$ cat src/rtl/core/nvrdf_pkg.sv
// Shared types and constants for the recorder stream deframer.
`default_nettype none
package nvrdf_pkg;

    localparam logic [31:0] SIGNATURE   = 32'hFE01_0000;
    localparam logic [15:0] CODEC_H264  = 16'd26;
    localparam logic [15:0] CODEC_H265  = 16'd35;
    localparam logic [31:0] KEY_EXTRA   = 32'd16;
    localparam logic [31:0] AUDIO_EXTRA = 32'd5;
    localparam logic [31:0] TAIL_LEN    = 32'd4;
    localparam logic [4:0]  HEADER_LEN  = 5'd16;
    localparam logic [4:0]  SIG_BYTES   = 5'd4;

    localparam logic [15:0] H264_NALU_ISLICE = 16'd5;
    localparam logic [15:0] H264_NALU_SPS    = 16'd7;
    localparam logic [15:0] HEVC_KIND_IDR_RADL = 16'd19;
    localparam logic [15:0] HEVC_KIND_IDR_NLP  = 16'd20;
    localparam logic [15:0] HEVC_KIND_VPS      = 16'd32;
    localparam logic [15:0] HEVC_KIND_SPS      = 16'd33;

    localparam logic [1:0] KEY_FRAME_I     = 2'd1;
    localparam logic [1:0] KEY_FRAME_OTHER = 2'd2;

    typedef enum logic [4:0] {
        PH_HUNT   = 5'b00001,
        PH_HEADER = 5'b00010,
        PH_EXTRA  = 5'b00100,
        PH_BODY   = 5'b01000,
        PH_TAIL   = 5'b10000
    } phase_t;

    typedef struct packed {
        phase_t      phase;
        logic [31:0] sig_window;
        logic [4:0]  header_count;
        logic [15:0] codec_word;
        logic [15:0] kind_word;
        logic [15:0] gap_word;
        logic [31:0] length_word;
        logic [31:0] bytes_left;
        logic [31:0] time_base;
    } state_t;

    typedef struct packed {
        logic [7:0]  payload_byte;
        logic [1:0]  key_frame;
        logic        is_hevc;
        logic [31:0] frame_time;
        logic        first_of_frame;
        logic        last_of_frame;
    } result_t;

endpackage
`default_nettype wire

$ cat src/rtl/core/nvrdf_step.sv
// Next-state and result logic for one stream word of the deframer.
`default_nettype none
module nvrdf_step (
    input  wire nvrdf_pkg::state_t  cur,
    input  wire logic [7:0]         data_byte,
    output nvrdf_pkg::state_t       nxt,
    output logic                    res_valid,
    output nvrdf_pkg::result_t      res
);

    always_comb begin
        logic [31:0] extra;
        logic [31:0] dec;
        logic [4:0]  cnt;
        logic [31:0] win;
        logic        video;
        logic        h264;
        logic        h265;

        nxt       = cur;
        res_valid = 1'b0;
        res       = '0;
        extra     = '0;
        dec       = cur.bytes_left - 32'd1;
        cnt       = '0;
        win       = '0;
        video     = 1'b0;
        h264      = cur.codec_word == nvrdf_pkg::CODEC_H264;
        h265      = cur.codec_word == nvrdf_pkg::CODEC_H265;

        unique case (cur.phase)
            nvrdf_pkg::PH_HEADER: begin
                cnt = cur.header_count;
                if (cnt == 5'd4 || cnt == 5'd5) begin
                    nxt.codec_word = {data_byte, cur.codec_word[15:8]};
                end else if (cnt == 5'd6 || cnt == 5'd7) begin
                    nxt.kind_word = {data_byte, cur.kind_word[15:8]};
                end else if (cnt == 5'd8 || cnt == 5'd9) begin
                    nxt.gap_word = {data_byte, cur.gap_word[15:8]};
                end else if (cnt >= 5'd12) begin
                    nxt.length_word = {data_byte, cur.length_word[31:8]};
                end
                nxt.header_count = cnt + 5'd1;
                if (nxt.header_count >= nvrdf_pkg::HEADER_LEN) begin
                    // The header is complete: classify the frame from the new words.
                    h264  = nxt.codec_word == nvrdf_pkg::CODEC_H264;
                    h265  = nxt.codec_word == nvrdf_pkg::CODEC_H265;
                    video = h264 || h265;
                    if (h264) begin
                        if (nxt.kind_word == nvrdf_pkg::H264_NALU_ISLICE ||
                            nxt.kind_word == nvrdf_pkg::H264_NALU_SPS) begin
                            extra = nvrdf_pkg::KEY_EXTRA;
                        end
                    end else if (h265) begin
                        if (nxt.kind_word == nvrdf_pkg::HEVC_KIND_IDR_RADL ||
                            nxt.kind_word == nvrdf_pkg::HEVC_KIND_IDR_NLP ||
                            nxt.kind_word == nvrdf_pkg::HEVC_KIND_VPS ||
                            nxt.kind_word == nvrdf_pkg::HEVC_KIND_SPS) begin
                            extra = nvrdf_pkg::KEY_EXTRA;
                        end
                    end else begin
                        extra = nvrdf_pkg::AUDIO_EXTRA;
                    end
                    if (video) begin
                        nxt.time_base = cur.time_base + {16'd0, nxt.gap_word};
                    end
                    if (extra != 32'd0) begin
                        nxt.phase      = nvrdf_pkg::PH_EXTRA;
                        nxt.bytes_left = extra;
                    end else if (nxt.length_word == 32'd0) begin
                        nxt.phase      = nvrdf_pkg::PH_TAIL;
                        nxt.bytes_left = nvrdf_pkg::TAIL_LEN;
                    end else begin
                        nxt.phase      = nvrdf_pkg::PH_BODY;
                        nxt.bytes_left = nxt.length_word;
                    end
                end
            end
            nvrdf_pkg::PH_EXTRA: begin
                nxt.bytes_left = dec;
                if (dec == 32'd0) begin
                    if (cur.length_word == 32'd0) begin
                        nxt.phase      = nvrdf_pkg::PH_TAIL;
                        nxt.bytes_left = nvrdf_pkg::TAIL_LEN;
                    end else begin
                        nxt.phase      = nvrdf_pkg::PH_BODY;
                        nxt.bytes_left = cur.length_word;
                    end
                end
            end
            nvrdf_pkg::PH_BODY: begin
                if (h264 || h265) begin
                    res_valid          = 1'b1;
                    res.payload_byte   = data_byte;
                    res.key_frame      = (h264 && cur.kind_word == nvrdf_pkg::H264_NALU_ISLICE)
                                         ? nvrdf_pkg::KEY_FRAME_I
                                         : nvrdf_pkg::KEY_FRAME_OTHER;
                    res.is_hevc        = h265;
                    res.frame_time     = cur.time_base;
                    res.first_of_frame = cur.bytes_left == cur.length_word;
                    res.last_of_frame  = cur.bytes_left == 32'd1;
                end
                nxt.bytes_left = dec;
                if (dec == 32'd0) begin
                    nxt.phase      = nvrdf_pkg::PH_TAIL;
                    nxt.bytes_left = nvrdf_pkg::TAIL_LEN;
                end
            end
            nvrdf_pkg::PH_TAIL: begin
                nxt.bytes_left = dec;
                if (dec == 32'd0) begin
                    nxt.phase        = nvrdf_pkg::PH_HUNT;
                    nxt.sig_window   = '0;
                    nxt.header_count = '0;
                end
            end
            default: begin
                // Signature hunt: slide the window by one word at a time.
                win = {data_byte, cur.sig_window[31:8]};
                cnt = (cur.header_count < nvrdf_pkg::SIG_BYTES)
                      ? cur.header_count + 5'd1 : cur.header_count;
                nxt.phase        = nvrdf_pkg::PH_HUNT;
                nxt.sig_window   = win;
                nxt.header_count = cnt;
                if (cnt >= nvrdf_pkg::SIG_BYTES && win == nvrdf_pkg::SIGNATURE) begin
                    nxt.phase        = nvrdf_pkg::PH_HEADER;
                    nxt.header_count = nvrdf_pkg::SIG_BYTES;
                    nxt.codec_word   = '0;
                    nxt.kind_word    = '0;
                    nxt.gap_word     = '0;
                    nxt.length_word  = '0;
                end
            end
        endcase
    end

endmodule
`default_nettype wire

$ cat src/rtl/core/nvrdf_out_stage.sv
// Result register of the deframer with its valid/ready handshake.
`default_nettype none
module nvrdf_out_stage (
    input  wire logic               aclk,
    input  wire logic               aresetn,
    input  wire logic               load,
    input  wire nvrdf_pkg::result_t res_in,
    input  wire logic               m_ready,
    output logic                    m_valid,
    output nvrdf_pkg::result_t      res_out,
    output logic                    can_accept
);

    logic               valid_reg;
    logic               valid_next;
    nvrdf_pkg::result_t res_reg;

    // A new word may enter whenever the held result is absent or leaves now.
    assign can_accept = !valid_reg || m_ready;

    always_comb begin
        valid_next = valid_reg;
        if (load) begin
            valid_next = 1'b1;
        end else if (m_ready) begin
            valid_next = 1'b0;
        end
    end

    always_ff @(posedge aclk) begin
        if (!aresetn) begin
            valid_reg <= 1'b0;
        end else begin
            valid_reg <= valid_next;
        end
    end

    always_ff @(posedge aclk) begin
        if (load) begin
            res_reg <= res_in;
        end
    end

    assign m_valid = valid_reg;
    assign res_out = res_reg;

endmodule
`default_nettype wire

$ cat src/rtl/core/nvr_frame_deframer_unit.sv
// Recorder stream deframer: finds frames in a byte stream and emits video payload.
//
// Input channel (s_valid, s_ready, s_data_byte) takes one stream word per
// accepted handshake. The block hunts for the frame signature, parses the
// 16-byte header, skips extra header and tail bytes, drops audio frames and
// emits each video payload byte on the result channel (m_valid, m_ready,
// m_payload_byte and frame attributes: key_frame, is_hevc, frame_time,
// first_of_frame, last_of_frame).
// Throughput is one word per clock while the receiver does not stall: all
// parsing for a word is combinational between the frame state registers and
// the result register. A result appears on m_valid at the clock edge that
// accepts the word that caused it. Words that cause no result are simply
// consumed.
// Reset (aresetn low, synchronous) clears the frame state, the time base and
// the result register valid, and puts the block back into signature hunt.
// When the receiver stalls with a result held, s_ready drops until the held
// result is taken; it stays high in the cycle the result leaves.
`default_nettype none
module nvr_frame_deframer_unit (
    input  wire logic        aclk,
    input  wire logic        aresetn,
    input  wire logic        s_valid,
    output logic             s_ready,
    input  wire logic [7:0]  s_data_byte,
    output logic             m_valid,
    input  wire logic        m_ready,
    output logic [7:0]       m_payload_byte,
    output logic [1:0]       m_key_frame,
    output logic             m_is_hevc,
    output logic [31:0]      m_frame_time,
    output logic             m_first_of_frame,
    output logic             m_last_of_frame
);

    nvrdf_pkg::state_t  state_reg;
    nvrdf_pkg::state_t  state_next;
    nvrdf_pkg::result_t step_res;
    nvrdf_pkg::result_t out_res;
    logic               step_valid;
    logic               in_fire;
    logic               can_accept;

    assign s_ready = can_accept;
    assign in_fire = s_valid && can_accept;

    nvrdf_step u_step (
        .cur       (state_reg),
        .data_byte (s_data_byte),
        .nxt       (state_next),
        .res_valid (step_valid),
        .res       (step_res)
    );

    always_ff @(posedge aclk) begin
        if (!aresetn) begin
            state_reg <= '{phase: nvrdf_pkg::PH_HUNT, default: '0};
        end else if (in_fire) begin
            state_reg <= state_next;
        end
    end

    nvrdf_out_stage u_out (
        .aclk       (aclk),
        .aresetn    (aresetn),
        .load       (in_fire && step_valid),
        .res_in     (step_res),
        .m_ready    (m_ready),
        .m_valid    (m_valid),
        .res_out    (out_res),
        .can_accept (can_accept)
    );

    assign m_payload_byte   = out_res.payload_byte;
    assign m_key_frame      = out_res.key_frame;
    assign m_is_hevc        = out_res.is_hevc;
    assign m_frame_time     = out_res.frame_time;
    assign m_first_of_frame = out_res.first_of_frame;
    assign m_last_of_frame  = out_res.last_of_frame;

endmodule
`default_nettype wire
$ cat config.mk
export PLATFORM = sky130hd
export DESIGN_NAME = nvr_frame_deframer_unit
export DESIGN_NICKNAME = d
export VERILOG_FILES = /design/src/rtl/core/nvrdf_pkg.sv /design/src/rtl/core/nvrdf_step.sv /design/src/rtl/core/nvrdf_out_stage.sv /design/src/rtl/core/nvr_frame_deframer_unit.sv
export SDC_FILE = /design/constraint.sdc
export NUM_CORES = 1
export LEC_CHECK = 0
export BUFFER_PORTS_ARGS = -buffer_cell sky130_fd_sc_hd__buf_2
export CORE_ASPECT_RATIO = 1.75
export CORE_MARGIN = 8
export CORE_UTILIZATION = 45
export DETAILED_ROUTE_END_ITERATION = 8
export HOLD_SLACK_MARGIN = 0.03
export PLACE_DENSITY = 0.66
export SLEW_MARGIN = 25
export SYNTH_ARGS = -nofsm -noshare
export SYNTH_HDL_FRONTEND = slang
export SYNTH_SLANG_ARGS = --single-unit
$ cat constraint.sdc
create_clock -name aclk -period 4.44 [get_ports aclk]
set_clock_uncertainty 0.15 [all_clocks]
set_input_delay 0.222 -clock aclk [delete_from_list [all_inputs] [get_ports aclk]]
set_output_delay 0.222 -clock aclk [all_outputs]
set_load 0.1 [all_outputs]
# After elaboration in Yosys (flattened, before gate mapping)
# Index checks and enable logic that the tools add are counted.
[op_classes]
n_addsub = 3
n_lt_le_gt_ge = 4
n_reduce_logical = 32
n_eq_ne = 28
n_bitwise = 3
muxes = 42
[op_table]
columns = ["cell", "count"]
rows = [
  ["2-to-1 mux 32 bit", 11],
  ["2-to-1 mux 64 bit", 3],
  ["case mux 80 bit (2 select lines)", 1],
  ["case mux 32 bit (4 select lines)", 1],
  ["logical NOT 32 bit", 3],
  ["2-to-1 mux 85 bit", 1],
  ["== test 16 x 5 -> 1 bit, second input constant", 4],
  ["== test 16 x 6 -> 1 bit, second input constant", 4],
  ["2-to-1 mux 16 bit", 4],
  ["case mux 32 bit (2 select lines)", 1],
  ["2-to-1 mux 5 bit", 10],
  ["== test 16 x 3 -> 1 bit, second input constant", 3],
  ["2-to-1 mux 48 bit", 1],
  ["2-to-1 mux 42 bit", 1],
  ["adder 32 x 16 -> 32 bit", 1],
  ["== test 32 x 1 -> 1 bit, second input constant", 1],
  ["== test 32 bit", 1],
  ["== test 32 bit, second input constant", 1],
  ["nonzero test 32 bit", 1],
  ["subtractor 32 x 1 -> 32 bit, second input constant", 1],
  ["== test 5 x 3 -> 1 bit, second input constant", 5],
  ["case mux 5 bit (4 select lines)", 1],
  ["== test 5 x 4 -> 1 bit, second input constant", 3],
  ["case mux 5 bit (3 select lines)", 1],
  ["other kinds (22)", 48],
]
[totals]
in_bits = 12
elab_cells = 128
out_inout_bits = 47
register_bits = 232

# Depth between registers and ports, before layout
[depth]
word_depth = 19
ltp_mapped = 19
ltp_nobuf = 17

# Modules after synthesis
# Synthesis repeated with hierarchy kept, for this count alone.
[hier_totals]
cells_unflattened = 1837
hier_area_um2 = 15127.0
[by_module_without_submodules]
columns = ["mod", "cells_per_inst", "seq_area_each_um2", "n_inst", "area_each_um2"]
rows = [
  ["nvr_frame_deframer_unit", 850, 3723.6, 1, 7468.4],
  ["nvrdf_step", 938, 0.0, 1, 6258.5],
  ["nvrdf_out_stage", 49, 1371.3, 1, 1400.1],
]

# Least setup slack after synthesis
# OpenSTA, ideal clock, no wires.
[synth_path]
path_type = "reg2reg"
startpoint = "register state_reg[32] (netlist name)"
endpoint = "register state_reg[41] (netlist name)"
n_path_buf = 2
setup_time_ns = 0.074
path_stages_with_launch = 14
path_slack_ns = 0.322
synth_period_minus_slack_ns = 4.118
t_required_ns = 4.216
t_arrival_ns = 3.893
path_cell_list = "dfxtp_1 -> clkbuf_1 -> inv_1 -> ha_1 -> or3b_2 -> or4_1 -> nor3_1 -> xnor2_1 -> nand4_1 -> or4_4 -> buf_6 -> or4_4 -> a2111o_1 -> a31oi_1"
[synth_via]
elab_chain_cells = 4
word_cells_on_any_way = 5
classes_between = "add/sub: 1; mux: 3; reduce/logical: 1"
[synth_rtl]
columns = ["item", "line", "source"]
rows = [
  ["start: declaration", "nvr_frame_deframer_unit.sv:35", "nvrdf_pkg::state_t state_reg;"],
  ["start signal: assignment", "nvr_frame_deframer_unit.sv:58", "state_reg <= state_next;"],
  ["subtractor 32 x 1 -> 32 bit *", "nvrdf_step.sv:24", "dec = cur.bytes_left - 32'd1;"],
  ["logical NOT 32 bit", "nvrdf_step.sv:81, nvrdf_step.sv:104", ""],
  ["2-to-1 mux 32 bit, on equally long branches", "nvrdf_step.sv:104, nvrdf_step.sv:81", ""],
  ["case mux 32 bit (4 select lines) *", "nvrdf_step.sv:31", "unique case (cur.phase)"],
]
# Mark *: on every way between the ends. The rest lies on a longest branch, timed or not.
# A chain may end at the register's enable or synchronous reset.

# Final worst setup path
[layout_path]
startpoint = "register state_reg[144] (netlist name)"
endpoint = "register state_reg[31] (netlist name)"
[layout_via]
elab_chain_cells = 7
word_cells_on_any_way = 22
classes_between = "add/sub: 2; order compare: 1; eq/ne: 8; mux: 6; reduce/logical: 5"
[layout_rtl]
columns = ["item", "line", "source"]
rows = [
  ["== test 5 x 4 -> 1 bit / == test 5 x 3 -> 1 bit (equally long branches)", "nvrdf_step.sv:38, nvrdf_step.sv:34", ""],
  ["logical OR 1 bit, on equally long branches", "nvrdf_step.sv:38, nvrdf_step.sv:34", ""],
  ["2-to-1 mux 16 bit, on equally long branches", "nvrdf_step.sv:38, nvrdf_step.sv:34", ""],
  ["2-to-1 mux 48 bit / 2-to-1 mux 16 bit (equally long branches)", "nvrdf_step.sv:36, nvrdf_step.sv:31", ""],
  ["2-to-1 mux 64 bit (tied with other cells)", "nvrdf_step.sv:34", "if (cnt == 5'd4 || cnt == 5'd5) begin"],
  ["2-to-1 mux 64 bit / logical OR 1 bit (equally long branches)", "nvrdf_step.sv:31, nvrdf_step.sv:48", ""],
  ["adder 32 x 16 -> 32 bit / AND reduction 4 bit (equally long branches)", "-", ""],
]
# Several ways; a longest one is shown, not always the timed one. The select of a mux whose other input is x is not followed.

==> results_dict.tcl <==
set metrics [dict create \
    postLayoutCoreUtil 0.528 \
    gr-total-overflow 0 \
    fin_nets 1505 \
    fin_hold_ws_ns 0.0437 \
    hold_start "s_data_byte[3]" \
    rr_startpoint "state_reg[144]" \
    drt-initial-drc-count 1053 \
    post-route-period-util 0.955 \
    wirelength_mm 43.0 \
    fill_cells 2468 \
    wl_met2_mm 22.0 \
    r2r_cells 18 \
    ys_seq_elements 224 \
    vias_per_cell 6.41 \
    routed.top_layer "met4" \
    cts_inserted_buffers 22 \
    met1_length_mm 14.6 \
    routedWlPerCell_um 23.8 \
    num_antenna_cells 0 \
    syn_nets 1441 \
    synth_seq_area_share 0.406 \
    ios 59 \
    cap_violations 0 \
    dp_hpwl_mm 30.4 \
    antenna_found_initial 0 \
    cts_root_buffer "clkbuf_16" \
    cts.sinks 224 \
    post-place-cells 1751 \
    fin_area_um2 14000 \
    die_h_um 234 \
    cts_tree "yes" \
    insertion_delay_ns 0.54 \
    track_usage 0.257 \
    drc 0 \
    synthArstFlopShare 0 \
    slew_headroom 0.319 \
    r2r-end "state_reg[31]" \
    fin_crit_ns 4.24 \
    multi_input_area_um2 6800 \
    grt_pass1_vias 11291 \
    end_kind "flop" \
    netlist_instances 1405 \
    core_area_um2 26600 \
    worst_pin_slew_ns 1.01 \
    max_freq_mhz 236 \
    die_w_um 140 \
    largest_reg_flops 178 \
    grt_max_degree 63 \
    wl_met3_mm 2.76 \
    hold_depth 3 \
    dieArea_um2 32800 \
    synth-edff-count 45 \
    dr.pass1.iters 5 \
    final_cells 1809 \
    finalSetupViolCount 0 \
    synth_cell_types 77 \
    area.sequential_um2 4940 \
    crit_path_start_kind "flop" \
    min-delay-path-class "input port to flop" \
    grt_pass1_wl_mm 65.3 \
    layout-drive-gt1-share 0.170 \
    synth_ff_type "dfxtp_1" \
    path_max_fanout 12 \
    status "complete, no violations" \
    fin_tns_setup_ns 0 \
    critPathArrivalTime_ns 4.54 \
    pre_cts_ws_ns -0.364 \
    clk_pin_slew_ns 0.07 \
    finalHoldViolCount 0 \
    rrSetupSlack_ns 0.20 \
    port_buffers 58 \
    rows 79 \
    p_leak_nw 5.64 \
    vias 11603 \
    syn_avg_cell_area_um2 8.66 \
    path_class "flop to flop" \
    initial_core_util 0.458 \
    ant_nets 0 \
    irDropWorstVdd_mv 0.278 \
    yosysWarnings 0 \
    fin_ws_ns 0.199 \
    clk_path_buf_depth 3 \
    total_power_mw 4.12 \
    routabilityCongestion 1.00 \
    maxSlewViolCount 0 \
    syn_area_um2 12200 \
    area_delta_synth_final_pct 15.3 \
    required_ns 4.74 \
    post_dp_cell_area_um2 13100 \
    power_density_nw_per_um2 294 \
    holdPathEnd "state_reg[176]" \
    htree_levels 1 \
]
power breakdown:
group / leakage, nW / switching (mW) / internal [mW]
Combinational: 3.36 / 0.0768 / 0.0389
Sequential: 1.93 / 0.00752 / 2.07
Clock: 0.348 / 0.852 / 1.07
per-layer routing:
| layer | vias to the layer above | GRT usage |
|---|---|---|
| met5 | - | 0 |
| met4 | 0 | 0.200 |
| met3 | 201 | 0.0423 |
| met2 | 522 | 0.473 |
| met1 | 5545 | 0.253 |
| li1 | 5335 | - |
synthesized netlist by cell type, types with 5 or more instances:
library cell	count	share of area
or2_2	6	0.0031
nand4b_1	6	0.0043
nor3b_1	6	0.0037
nand4_1	22	0.011
o211ai_1	11	0.0068
or3_1	17	0.0087
a31o_2	5	0.0036
a31oi_1	16	0.0082
nor4_1	37	0.019
nor4b_1	7	0.0050
a22o_1	25	0.018
mux2i_1	16	0.013
nand2_1	98	0.030
clkbuf_1	96	0.030
nor4bb_1	6	0.0049
nand2b_1	16	0.0082
and3_1	13	0.0067
nand3b_1	5	0.0031
a21oi_1	58	0.024
a22oi_1	84	0.052
nor3_1	50	0.021
dfxtp_1	179	0.29
o21ai_0	52	0.021
edfxtp_1	45	0.11
a211oi_1	12	0.0074
nor2b_1	10	0.0051
a21o_1	6	0.0037
xor2_1	44	0.032
buf_2	5	0.0021
o31ai_1	14	0.0086
o32ai_1	9	0.0065
nand3_1	50	0.021
buf_1	9	0.0028
inv_1	26	0.0080
xnor2_1	19	0.014
and2_1	44	0.023
or4_1	18	0.011
mux2_2	18	0.017
nor2_1	148	0.046
ha_1	23	0.024
cells by family after synthesis:
group                    after synthesis  share of synthesized area
AO/OA/AOI/OAI                        345                      0.200
XOR/XNOR                              63                     0.0453
adder cells (fa/ha/maj)               24                     0.0253
buffers and inverters                141                     0.0463
flip-flops                           224                      0.406
multiplexers                          34                     0.0298
AND/OR/NAND/NOR                      574                      0.248
worst max-delay path: stages, from the launching register on:
cell and delay [ns]:
dfxtp_2 0.36, inv_1 0.07, ha_1 0.21, or2_2 0.30
nor4bb_4 0.17, buf_12 0.15, buf_4 0.14, mux2_2 0.27
ha_1 0.35, nand2_1 0.07, o21ai_1 0.20, nand3_1 0.13
a41oi_2 0.19, o21ai_0 0.16, a21boi_1 0.22, o211ai_1 0.24
buf_4 0.24, or4_1 0.39, a21oi_1 0.16
how the worst max path moves through the flow:
stage                        start       endpoint  slack [ns]  cells past startpoint
floorplan            state_reg[32]  state_reg[41]        0.32                     13
global placement    state_reg[144]  state_reg[31]       -0.24                     16
detailed placement  state_reg[144]  state_reg[31]       -0.36                     15
CTS                 state_reg[144]  state_reg[29]        0.09                     17
global route        state_reg[145]  state_reg[30]       -0.02                     18
finish              state_reg[144]  state_reg[31]        0.20                     18
cell usage in the layout, fill, tap and decap left out, types with 17 or more instances in the layout:
cell type	count
xor2_1	44
a22oi_1	84
inv_1	24
nand4_1	22
o21ai_0	50
nor2_1	145
and2_1	44
or3_1	17
nor4_1	32
a22o_1	25
dfxtp_1	178
nand2_1	98
nand3_1	50
buf_4	86
or4_1	18
mux2_2	18
xnor2_1	19
a21oi_1	56
nor3_1	49
clkbuf_16	23
ha_1	21
edfxtp_1	45
buf_2	58
final cells by class:
type,instances,share of cell area
timing repair buffer,155,0.0761
clock inverter,15,0.00972
multi-input combinational,1040,0.485
tap,324,0.0289
clock buffer,25,0.0416
sequential,224,0.352
inverter,26,0.00704
what timing repair did:
action	4_1_cts	5_1_grt
endpoints found under the hold margin	12	0
hold buffers	8	0
pin swaps	0	6
gates cloned	0	1
buffers inserted	3	6
gates resized for setup	0	11
setup endpoints to repair	16	10
Note: power is estimated with default switching activity, not from simulation.
